File: config.mk
export PLATFORM = sky130hd
export DESIGN_NAME = vpp_fifo
export DESIGN_NICKNAME = d
export VERILOG_FILES = /design/src/design/vpp_fifo.sv
export SDC_FILE = /design/constraint.sdc
export NUM_CORES = 1
export LEC_CHECK = 0
export CORE_UTILIZATION = 45
export DETAILED_ROUTE_END_ITERATION = 10
export DONT_BUFFER_PORTS = 1
export GPL_ROUTABILITY_DRIVEN = 0
export SETUP_SLACK_MARGIN = 0.05
export SLEW_MARGIN = 10
export SYNTH_ARGS = -nofsm -noshare
export SYNTH_HDL_FRONTEND = slang
export SYNTH_SLANG_ARGS = --single-unit
File: constraint.sdc
create_clock -name clk -period 3.25 [get_ports clk]
set_clock_uncertainty 0.15 [all_clocks]
set_input_delay 0.1625 -clock clk [delete_from_list [all_inputs] [get_ports clk]]
set_output_delay 0.1625 -clock clk [all_outputs]
set_load 0.02 [all_outputs]
File: src/design/vpp_fifo.sv
// ----------------------------------------------------------------------------
// vpp_fifo
// Small register queue with push/full and pop/empty sides. DEPTH is a power
// of two, at least 2.
// ----------------------------------------------------------------------------
module vpp_fifo #(
  parameter int W     = 8,
  parameter int DEPTH = 4
) (
  input  logic         clk,
  input  logic         rst,
  input  logic         push,
  input  logic [W-1:0] din,
  output logic         full,
  input  logic         pop,
  output logic [W-1:0] dout,
  output logic         empty
);

  localparam int AW = $clog2(DEPTH);

  logic [W-1:0]  mem [DEPTH];
  logic [AW-1:0] wptr;
  logic [AW-1:0] rptr;
  logic [AW:0]   count;
  logic          do_push;
  logic          do_pop;

  assign full    = (count == (AW+1)'(DEPTH));
  assign empty   = (count == '0);
  assign do_push = push && !full;
  assign do_pop  = pop && !empty;
  assign dout    = mem[rptr];

  always_ff @(posedge clk) begin
    if (rst) begin
      wptr  <= '0;
      rptr  <= '0;
      count <= '0;
    end else begin
      if (do_push) begin
        wptr <= wptr + 1'b1;
      end
      if (do_pop) begin
        rptr <= rptr + 1'b1;
      end
      if (do_push && !do_pop) begin
        count <= count + 1'b1;
      end else if (do_pop && !do_push) begin
        count <= count - 1'b1;
      end
    end
  end

  always_ff @(posedge clk) begin
    if (do_push) begin
      mem[wptr] <= din;
    end
  end

  a_count_bound: assert property (@(posedge clk) disable iff (rst)
    count <= (AW+1)'(DEPTH))
    else $error("queue count beyond depth");

  a_push_grows: assert property (@(posedge clk) disable iff (rst)
    (do_push && !do_pop) |=> (count == $past(count) + 1'b1))
    else $error("queue count did not grow on push");

  a_pop_shrinks: assert property (@(posedge clk) disable iff (rst)
    (do_pop && !do_push) |=> (count == $past(count) - 1'b1))
    else $error("queue count did not shrink on pop");

  a_pointer_gap: assert property (@(posedge clk) disable iff (rst)
    (!full && !empty) |-> (wptr != rptr))
    else $error("queue pointers collide while partly filled");

endmodule

==> run summary, run 1 <==
===============================================================================================
Post-place setup slack ...........................................................     0.938 ns
Count of endpoints failing setup in the final report .............................            0
IO buf count .....................................................................            0
Global-route wire length before repair ...........................................      3.86 mm
Total stage count of the critical path ...........................................            8
Number of cells produced by synthesis ............................................           90
Peak Freq ........................................................................      421 MHz
Combined buffer and inverter count along the critical path .......................            1
FF+latch count, synth ............................................................           41
Number of filler cells placed in the layout ......................................          294
Kind of critical path ............................................................ register to register
Crit-path max cell delay .........................................................      0.50 ns
Core area ........................................................................ 0.00339 sq mm
DRC violations left ..............................................................            0
Proportion of synthesized flip-flops having asynchronous set or reset ............            0
Lkg Pwr ..........................................................................     0.634 nW
Chain of cells forming the critical path ......................................... nor3b_2 > nor2_2 > ha_1 > inv_1 > fa_1 > xor2_1 > or3_1 > a21oi_1
CTS max path bufs ................................................................            2
Register area .................................................................... 0.00114 sq mm
Relative area change from synthesis to final layout ..............................        15.1%
Setup repair after global routing missed its margin ..............................        false
Headroom to the max-slew limit ...................................................        0.570
Top sig layer ....................................................................         met4
Initial antenna violation count ..................................................            0
Number of nets produced by synthesis .............................................          108
Critical Path Fanout Max .........................................................            6
Skew-Pair Late Insertion Delay ...................................................      0.34 ns
Length of the first detailed-routing pass in iterations ..........................            4
Starting DRT DRC Count ...........................................................           14
Warnings from Yosys ..............................................................            0
Clock input transition at the sequential cells of the worst setup and hold paths .      0.11 ns
Kind of end point of the critical path ...........................................     register
GRT Total Usage ..................................................................        0.155
Clock buffers created by TritonCTS ...............................................            5
Hold Slack .......................................................................     0.372 ns
Dominant synthesized flop cell ................................................... sky130_fd_sc_hd__edfxtp_1
Drt wl/cell ......................................................................      15.7 um
DRT met1 WL ......................................................................      1.00 mm
Sink Count .......................................................................           41
Final count of pins violating max slew ...........................................            0
Cells on worst reg2reg path ......................................................            8
Minimum clock period .............................................................      2.38 ns
Worst min path class ............................................................. input pin to register
Power Density ....................................................................  733 mW/mm^2
Post-cts resize count ............................................................            0
Largest net degree at the start of global routing ................................           14
Setup ws final ...................................................................     0.874 ns
Share of cells above drive strength 1 ............................................        0.168
Number of hold violations in the final report ....................................            0
NumNets Final ....................................................................          124
Drt via density ..................................................................         5.12
Die area ......................................................................... 0.00384 sq mm
Fin Setup TNS ....................................................................         0 ns
Final routed wirelength across all metal layers ..................................      2.41 mm
Arrival time worst endpoint ......................................................      2.50 ns
Number of placed I/O pins ........................................................           22
Remaining global-route overflow ..................................................            0
Post-synthesis average cell area .................................................   18.0 sq um
Met3 Routed Length ...............................................................       149 um
Starting utilization of the core area ............................................        0.478
Library cells used by synthesis ..................................................           21
Number of stages on the worst hold path ..........................................            1
TritonCTS clock tree .............................................................          yes
H-Tree Level Count ...............................................................            2
Antenna-violating nets left ......................................................            0
Number of synthesized flops with an enable pin ...................................           32
Detail Route met2 WL .............................................................      1.21 mm
Multi-input gate area ............................................................    452 sq um
Sequential cell area fraction in the yosys report ................................        0.704
Data required time of the worst path .............................................      3.38 ns
Slew at the pin with the worst max-slew slack ....................................     0.640 ns
Die width ........................................................................      62.0 um
Antenna cell count ...............................................................            0
Number of global-route vias before repair ........................................          787
Number of vias after detailed routing ............................................          783
Run status ....................................................................... finished, final reports clean
Kind of start point of the critical path .........................................     register
Clock root buffer ................................................................ sky130_fd_sc_hd__clkbuf_4
Period Utilization, post-route ...................................................        0.731
Count of max-cap constraint violations ...........................................            0
Maximum ir drop on the vdd rail ..................................................   0.000362 V
Syn Std Cell Area ................................................................ 0.00162 sq mm
Slowest library cell on the worst path ........................................... sky130_fd_sc_hd__dfxtp_1
Cell family contributing the most delay on the critical path ..................... simple AND/OR/NAND/NOR gates
Die Ht ...........................................................................      62.0 um
Row count ........................................................................           21
===============================================================================================
synth_stat cells (2+ instances only):
cell type,number,area (sq um)
sky130_fd_sc_hd__edfxtp_1,32,961
sky130_fd_sc_hd__dfxtp_1,9,180
sky130_fd_sc_hd__mux4_2,8,180
sky130_fd_sc_hd__ha_1,5,62.6
sky130_fd_sc_hd__nor2_1,5,18.8
sky130_fd_sc_hd__and2_1,4,25.0
sky130_fd_sc_hd__inv_1,4,15.0
sky130_fd_sc_hd__xor2_1,4,35.0
sky130_fd_sc_hd__a21oi_1,2,10.0
sky130_fd_sc_hd__clkbuf_1,2,7.51
sky130_fd_sc_hd__mux2i_1,2,20.0
sky130_fd_sc_hd__nand2b_1,2,12.5
sky130_fd_sc_hd__o21ai_0,2,10.0
sky130_fd_sc_hd__or3_1,2,12.5
kinds of logic after synthesis:
kind of cell / Yosys count / share of synthesized area
DFF: 41 / 0.704
xor gates and xnor gates: 4 / 0.0216
and+or+nand+nor: 16 / 0.0571
AOI/OAI and AO/OA: 6 / 0.0255
muxes: 10 / 0.124
buffers and inverters: 7 / 0.0170
adders and majority gates: 6 / 0.0510
flip-flops by register name, summed over array words and instances (netlist names), named ones only:
name,cells
count,3
mem,32
wptr,2
rptr,2
power by group:
group | leakage [nW] | internal [mW] | switching [mW]
Sequential | 0.367 | 0.638 | 0.0748
Clock | 0.0389 | 0.159 | 0.157
Combinational | 0.228 | 0.151 | 0.186
metal layers:
metal,track usage,up-vias
li1,-,371
met1,0.185,387
met2,0.242,18
met3,0.0704,7
met4,0.0667,0
met5,0,-
placed cells by master, fill, tap and decap left out, drive strengths merged:
master / Yosys / routed
dlygate4sd3: 0 / 12
a21oi: 2 / 2
edfxtp: 32 / 32
or3: 2 / 2
fa: 1 / 1
inv: 4 / 4
clkinvlp: 0 / 1
nor3: 1 / 1
xor2: 4 / 4
o21ai: 2 / 2
bufinv: 0 / 1
clkbuf: 2 / 5
dfxtp: 9 / 9
o311ai: 1 / 1
mux4: 8 / 8
nand2b: 2 / 2
ha: 5 / 5
and2: 4 / 4
nor3b: 1 / 1
o31ai: 1 / 1
nor2: 6 / 6
mux2i: 2 / 2
clkinv: 0 / 1
through the flow:
| step | total power, mW | cell area [sq um] | util | std cells |
|---|---|---|---|---|
| floorplan | 0.997 | 1620 | - | 90 |
| global placement | 1.04 | 1670 | 0.491 | 133 |
| detailed placement | 1.05 | 1670 | 0.491 | 133 |
| CTS | 1.39 | 1860 | 0.550 | 153 |
| global route | 1.45 | 1860 | 0.550 | 153 |
| finish | 1.37 | 1860 | 0.550 | 153 |
what timing repair did:
item / CTS / global route
hold buffers: 12 / 0
buffers inserted: 0 / 0
endpoints found under the hold margin: 41 / 0
area by class of cell:
| cell class | instances | area share |
|---|---|---|
| sequential | 41 | 0.612 |
| clock buffer | 5 | 0.0201 |
| tap | 46 | 0.0309 |
| clock inverter | 3 | 0.0221 |
| inverter | 4 | 0.00805 |
| multi-input combinational | 42 | 0.242 |
| timing repair buffer | 12 | 0.0644 |
final timing paths:
kind	start	slack, ns	end
max	count[0]	0.87	count[2]
min	din[6]	0.37	mem[3][6]
max reg2reg	count[0]	0.87	count[2]
min reg2reg	wptr[1]	0.38	wptr[1]
Note: power is estimated with default switching activity, not from simulation.
==> run 2: changes to the inputs <==
Clock period 3.25 ns to 1.95 ns, I/O delays scaled along.
==> run summary, run 2 (synthesized netlist as in run 1, its figures left out) <==
===============================================================================================
NumNets Final ....................................................................          139   +12%
Kind of end point of the critical path ...........................................     register
Number of cells after detailed placement .........................................          146   +9.8%
Die Ht ...........................................................................      62.0 um   unchanged
Sink Count .......................................................................           41   unchanged
Kind of start point of the critical path .........................................     register
Minimum clock period .............................................................      2.00 ns   -0.377 ns
Count of max-cap constraint violations ...........................................            0   unchanged
Number of global-route vias before repair ........................................          911   +16%
Share of cells above drive strength 1 ............................................        0.336   +0.168
Reg with most FFs ................................................................          mem
Length of the first detailed-routing pass in iterations ..........................            4   unchanged
Antenna cell count ...............................................................            0   unchanged
Relative area change from synthesis to final layout ..............................        21.9%
Clock input transition at the sequential cells of the worst setup and hold paths .      0.10 ns   about the same
Number of hold violations in the final report ....................................            8   +8
Number of stages on the worst hold path ..........................................            1   unchanged
Clock root buffer ................................................................ sky130_fd_sc_hd__clkbuf_4
Cells on worst reg2reg path ......................................................            7   -1
Most common cell after layout, fill and taps aside ............................... sky130_fd_sc_hd__edfxtp_1
Crit-path max cell delay .........................................................      0.38 ns   -0.12 ns
Kind of critical path ............................................................ register to register
Reg-to-reg critical path startpoint ..............................................     count[2]
Starting utilization of the core area ............................................        0.478   unchanged
Data required time of the worst path .............................................      2.07 ns   -1.31 ns
Drt via density ..................................................................         5.08   -0.67%
Chain of cells forming the critical path ......................................... o31ai_4 > ha_2 > inv_2 > fa_2 > xor2_1 > or3_1 > a21oi_1
Peak Freq ........................................................................      500 MHz   +19%
Number of filler cells placed in the layout ......................................          276   -6.1%
Drt wl/cell ......................................................................      15.2 um   -3.4%
H-Tree Level Count ...............................................................            2   unchanged
Period Utilization, post-route ...................................................         1.03   +0.294
Grt met3 use .....................................................................       0.0559   -0.0145
Largest registers in the final layout ............................................ mem (32), count (3)
Half-perimeter wire length after placement .......................................      1.75 mm
Largest net degree at the start of global routing ................................           13   -1
Number of vias after detailed routing ............................................          854   +9.1%
Maximum ir drop on the vdd rail ..................................................   0.000590 V   +63%
Power Density .................................................................... 1170 mW/mm^2   +60%
IO buf count .....................................................................            0   unchanged
Headroom to the max-slew limit ...................................................        0.588   +0.0182
Number of placed I/O pins ........................................................           22   unchanged
Setup ws final ...................................................................   -0.0490 ns   -0.923 ns
Slowest library cell on the worst path ........................................... sky130_fd_sc_hd__dfxtp_4
Fin Setup TNS ....................................................................   -0.0490 ns   -0.0490 ns
Worst min path class ............................................................. input pin to register
Capture instance of the worst register-to-register path ..........................     count[2]
Antenna-violating nets left ......................................................            0   unchanged
Hold Slack .......................................................................    -0.338 ns   -0.710 ns
Met2 usage in global routing .....................................................        0.277   +0.0350
M1 GR Usage ......................................................................        0.177   -0.00738
Cell family contributing the most delay on the critical path .....................  adder cells
Post-CTS Hold Fix Bufs ...........................................................           11   -1
GR peak layer ....................................................................         met2
Die width ........................................................................      62.0 um   unchanged
CTS max path bufs ................................................................            2   unchanged
Remaining global-route overflow ..................................................            0   unchanged
Global-route wire length before repair ...........................................      4.06 mm   +5.2%
Failing checks ................................................................... negative hold slack, negative setup slack
DRC violations left ..............................................................            0   unchanged
Combined buffer and inverter count along the critical path .......................            1   unchanged
Setup repair after global routing missed its margin ..............................         true
Final std cells w/o fill .........................................................          168   +9.8%
Slew at the pin with the worst max-slew slack ....................................     0.613 ns   -0.0272 ns
Lkg Pwr ..........................................................................     0.701 nW   +11%
Hold-critical path endpoint ......................................................     count[2]
Skew-Pair Late Insertion Delay ...................................................      0.34 ns   about the same
Number of flip-flops under the largest register name .............................           32   unchanged
Minimum setup slack among reg-to-reg paths .......................................     -0.05 ns   -0.92 ns
Run status ....................................................................... complete, but fails checks
Starting DRT DRC Count ...........................................................           15   +1
TritonCTS clock tree .............................................................          yes
Initial antenna violation count ..................................................            0   unchanged
Row count ........................................................................           21   unchanged
Die area ......................................................................... 0.00384 sq mm   unchanged
Post-place setup slack ...........................................................   -0.0766 ns   -1.01 ns
Clock buffers created by TritonCTS ...............................................            5   unchanged
Count of endpoints failing setup in the final report .............................            1   +1
Final count of pins violating max slew ...........................................            0   unchanged
Most frequent cells in the layout ................................................ sky130_fd_sc_hd__edfxtp_1, sky130_fd_sc_hd__buf_4, sky130_fd_sc_hd__dlygate4sd3_1
Core area ........................................................................ 0.00339 sq mm   unchanged
Critical Path Fanout Max .........................................................            4   -2
Final routed wirelength across all metal layers ..................................      2.55 mm   +6.1%
Min-Delay Startpoint .............................................................          rst
Arrival time worst endpoint ......................................................      2.11 ns   -0.39 ns
GRT Total Usage ..................................................................        0.158   +0.00341
===============================================================================================
==> run 2: cell count changes in the layout (fill, tap and decap cells not counted), moves of 2 or more <==
cell	change
sky130_fd_sc_hd__dfxtp_4	+3
sky130_fd_sc_hd__buf_4	+17
sky130_fd_sc_hd__dlygate4sd3_1	-2
sky130_fd_sc_hd__clkbuf_1	+2
sky130_fd_sc_hd__dfxtp_1	-4
==> run 2: report_power, final <==
group | switching (mW) | leakage (nW) | internal, mW
clock network | 0.246 | 0.0293 | 0.141
logic | 0.391 | 0.303 | 0.375
registers | 0.0836 | 0.370 | 1.08
==> run 2: repair_timing <==
item,in CTS,in global routing
hold endpoints to repair,41,8
setup buffers,4,0
resized for setup,3,1
setup endpoints to repair,1,3
pin swaps,3,0
==> run 2: per-stage QoR <==
step / cell area [sq um] / util / total power, mW / hold WS (ns)
3_3_place_gp: 1780 / 0.525 / 1.86 / 0.00882
6_report: 1980 / 0.583 / 2.31 / -0.338
4_1_cts: 1980 / 0.585 / 2.35 / -0.359
5_1_grt: 1980 / 0.583 / 2.45 / -0.365
2_1_floorplan: 1640 / - / 1.69 / 0.0464
3_5_place_dp: 1780 / 0.525 / 1.88 / 0.0123
==> run 2: area by class of cell <==
class | instances | area (sq um) | area share
well taps | 46 | 57.6 | 0.0291
repair buffers | 27 | 228 | 0.115
clock inverters | 1 | 5.00 | 0.00253
flip-flops and latches | 41 | 1150 | 0.584
inverters | 4 | 15.0 | 0.00760
multi-input cells | 42 | 472 | 0.239
clock buffers | 7 | 45.0 | 0.0228
==> run 2: worst max-delay path by stage <==
stage,startpoint,end,slack (ns),cells past startpoint
after floorplan,count[2],count[2],-0.08,8
final,count[2],count[2],-0.05,7
after CTS,count[2],count[2],-0.04,7
after global routing,count[2],count[2],-0.15,7
after detailed placement,count[1],count[2],-0.08,7
after global placement,count[2],count[2],-0.01,8
==> run 2: worst reg2reg max path: cells and delay by family (launching register included) <==
family,cells,cell delay (ns)
fa+ha+maj,2,0.55
flops,1,0.38
compound gates,2,0.37
simple gates,1,0.30
xor+xnor,1,0.15
buf+inv,1,0.04
==> run 2: per-layer routing <==
layer	wire [um]	share of wire
met5	0	0
met4	36	0.014
met3	111	0.043
met2	1360	0.53
met1	1040	0.41
==> run 3: changes to the inputs <==
Settings changed: CORE_UTILIZATION 45 to 40, MAX_ROUTING_LAYER set to met4, SKIP_CTS_REPAIR_TIMING set to 1.
==> run summary, run 3 (synthesized netlist as in run 1, its figures left out) <==
===============================================================================================
Final count of pins violating max slew ...........................................            0   unchanged
Drt via density ..................................................................         4.93   -3.1%
Row count ........................................................................           22   +4.8%
Slew at the pin with the worst max-slew slack ....................................     0.439 ns   -0.174 ns
Setup repair after global routing missed its margin ..............................         true
Number of hold violations in the final report ....................................            6   -2
Critical Path Fanout Max .........................................................            3   -1
Setup ws final ...................................................................   -0.0575 ns   -0.00849 ns
Antenna cell count ...............................................................            0   unchanged
Kind of critical path ............................................................ register to register
Clock root buffer ................................................................ sky130_fd_sc_hd__clkbuf_8
Skew-Pair Late Insertion Delay ...................................................      0.29 ns   -0.05 ns
Clock input transition at the sequential cells of the worst setup and hold paths .      0.08 ns   -0.02 ns
Starting DRT DRC Count ...........................................................           21   +6
Hold Slack .......................................................................    -0.301 ns   +0.0373 ns
Period Utilization, post-route ...................................................         1.03   +0.00435
Final std cells w/o fill .........................................................          167   -0.60%
Number of global-route vias before repair ........................................          823   -9.7%
Fin Setup TNS ....................................................................   -0.0575 ns   -0.00849 ns
Data required time of the worst path .............................................      2.02 ns   -0.05 ns
Number of cells after detailed placement .........................................          147   +0.68%
Maximum ir drop on the vdd rail ..................................................   0.000589 V   -0.18%
Kind of start point of the critical path .........................................     register
Count of max-cap constraint violations ...........................................            0   unchanged
Count of endpoints failing setup in the final report .............................            1   unchanged
Core area ........................................................................ 0.00377 sq mm   +11%
CTS max path bufs ................................................................            2   unchanged
Initial antenna violation count ..................................................            0   unchanged
Run status ....................................................................... complete, but fails checks
Number of stages on the worst hold path ..........................................            1   unchanged
Share of cells above drive strength 1 ............................................        0.311   -0.0251
GRT Total Usage ..................................................................        0.136   -0.0218
Headroom to the max-slew limit ...................................................        0.707   +0.119
Peak Freq ........................................................................      498 MHz   -0.42%
Drt wl/cell ......................................................................      14.7 um   -3.1%
Sink Count .......................................................................           41   unchanged
Capture instance of the worst register-to-register path ..........................     count[2]
Die width ........................................................................      65.6 um   +5.9%
Half-perimeter wire length after placement .......................................      1.68 mm   -3.9%
Minimum setup slack among reg-to-reg paths .......................................     -0.06 ns   about the same
Reg-to-reg critical path startpoint ..............................................     count[1]
Minimum clock period .............................................................      2.01 ns   +0.00849 ns
Most common cell after layout, fill and taps aside ............................... sky130_fd_sc_hd__edfxtp_1
Global-route wire length before repair ...........................................      3.97 mm   -2.4%
DRC violations left ..............................................................            0   unchanged
Die Ht ...........................................................................      65.6 um   +5.9%
Worst min path class ............................................................. input pin to register
Remaining global-route overflow ..................................................            0   unchanged
Die area ......................................................................... 0.00431 sq mm   +12%
NumNets Final ....................................................................          136   -2.2%
Most frequent cells in the layout ................................................ sky130_fd_sc_hd__edfxtp_1, sky130_fd_sc_hd__dlygate4sd3_1, sky130_fd_sc_hd__buf_4
Hold-critical path endpoint ......................................................     count[1]
Antenna-violating nets left ......................................................            0   unchanged
Clock buffers created by TritonCTS ...............................................            5   unchanged
Arrival time worst endpoint ......................................................      2.08 ns   -0.03 ns
Cells on worst reg2reg path ......................................................            7   unchanged
Number of vias after detailed routing ............................................          823   -3.6%
Lkg Pwr ..........................................................................     0.722 nW   +3.0%
Share of the core filled with cells in the final layout ..........................        0.542   -0.0407
Kind of end point of the critical path ...........................................     register
H-Tree Level Count ...............................................................            2   unchanged
Largest net degree at the start of global routing ................................           15   +2
Final Power ......................................................................      2.73 mW   +18%
TritonCTS clock tree .............................................................          yes
Reg with most FFs ................................................................          mem
Largest registers in the final layout ............................................ mem (32), count (3)
Starting utilization of the core area ............................................        0.430   -0.0484
Failing checks ................................................................... negative hold slack, negative setup slack
Relative area change from synthesis to final layout ..............................        26.2%
Length of the first detailed-routing pass in iterations ..........................            4   unchanged
Power Density .................................................................... 1330 mW/mm^2   +14%
Number of placed I/O pins ........................................................           22   unchanged
Number of flip-flops under the largest register name .............................           32   unchanged
IO buf count .....................................................................            0   unchanged
Final routed wirelength across all metal layers ..................................      2.46 mm   -3.7%
Min-Delay Startpoint .............................................................          rst
===============================================================================================
-- run 3: report_power, final --
part / leakage [nW] / switching (mW) / internal, mW
registers: 0.369 / 0.0804 / 1.07
logic: 0.285 / 0.392 / 0.379
clock network: 0.0687 / 0.290 / 0.515
total: 0.722 / 0.762 / 1.97
-- run 3: area by class of cell --
cell class,instances,area (sq um)
clock buffer,5,68.8
clock inverter,3,68.8
fill,299,1730
inverter,4,15.0
multi-input combinational,42,472
sequential,41,1150
tap,48,60.1
timing repair buffer,24,210
-- run 3: worst max path at each step --
stage	from	end	slack [ns]	depth (start not counted)
after global placement	count[0]	count[2]	-0.002	7
final	count[1]	count[2]	-0.06	7
after global routing	count[1]	count[2]	-0.14	7
after floorplan	count[2]	count[2]	-0.08	8
after detailed placement	count[1]	count[2]	-0.08	7
after CTS	count[1]	count[2]	-0.11	7
-- run 3: per-stage QoR --
| stage | setup WS [ns] | cell area, sq um |
|---|---|---|
| final | -0.0575 | 2040 |
| after floorplan | -0.0849 | 1640 |
| after CTS | -0.108 | 1910 |
| after global placement | -0.00174 | 1780 |
| after global routing | -0.143 | 2040 |
| after detailed placement | -0.0842 | 1780 |
-- run 3: layer usage --
layer | track usage | part of all wire | up-vias | wire length, um
li1 | - | - | 395 | -
met1 | 0.157 | 0.45 | 401 | 1110
met2 | 0.212 | 0.48 | 21 | 1180
met3 | 0.0469 | 0.048 | 6 | 118
met4 | 0.0652 | 0.018 | 0 | 45
met5 | - | 0 | - | 0
-- run 3: critical path, cell delays in order, from the launching register on --
cell	delay, ns
sky130_fd_sc_hd__dfxtp_2	0.35
sky130_fd_sc_hd__o31ai_4	0.26
sky130_fd_sc_hd__ha_2	0.23
sky130_fd_sc_hd__inv_2	0.04
sky130_fd_sc_hd__fa_2	0.32
sky130_fd_sc_hd__xor2_1	0.15
sky130_fd_sc_hd__or3_1	0.30
sky130_fd_sc_hd__a21oi_1	0.13
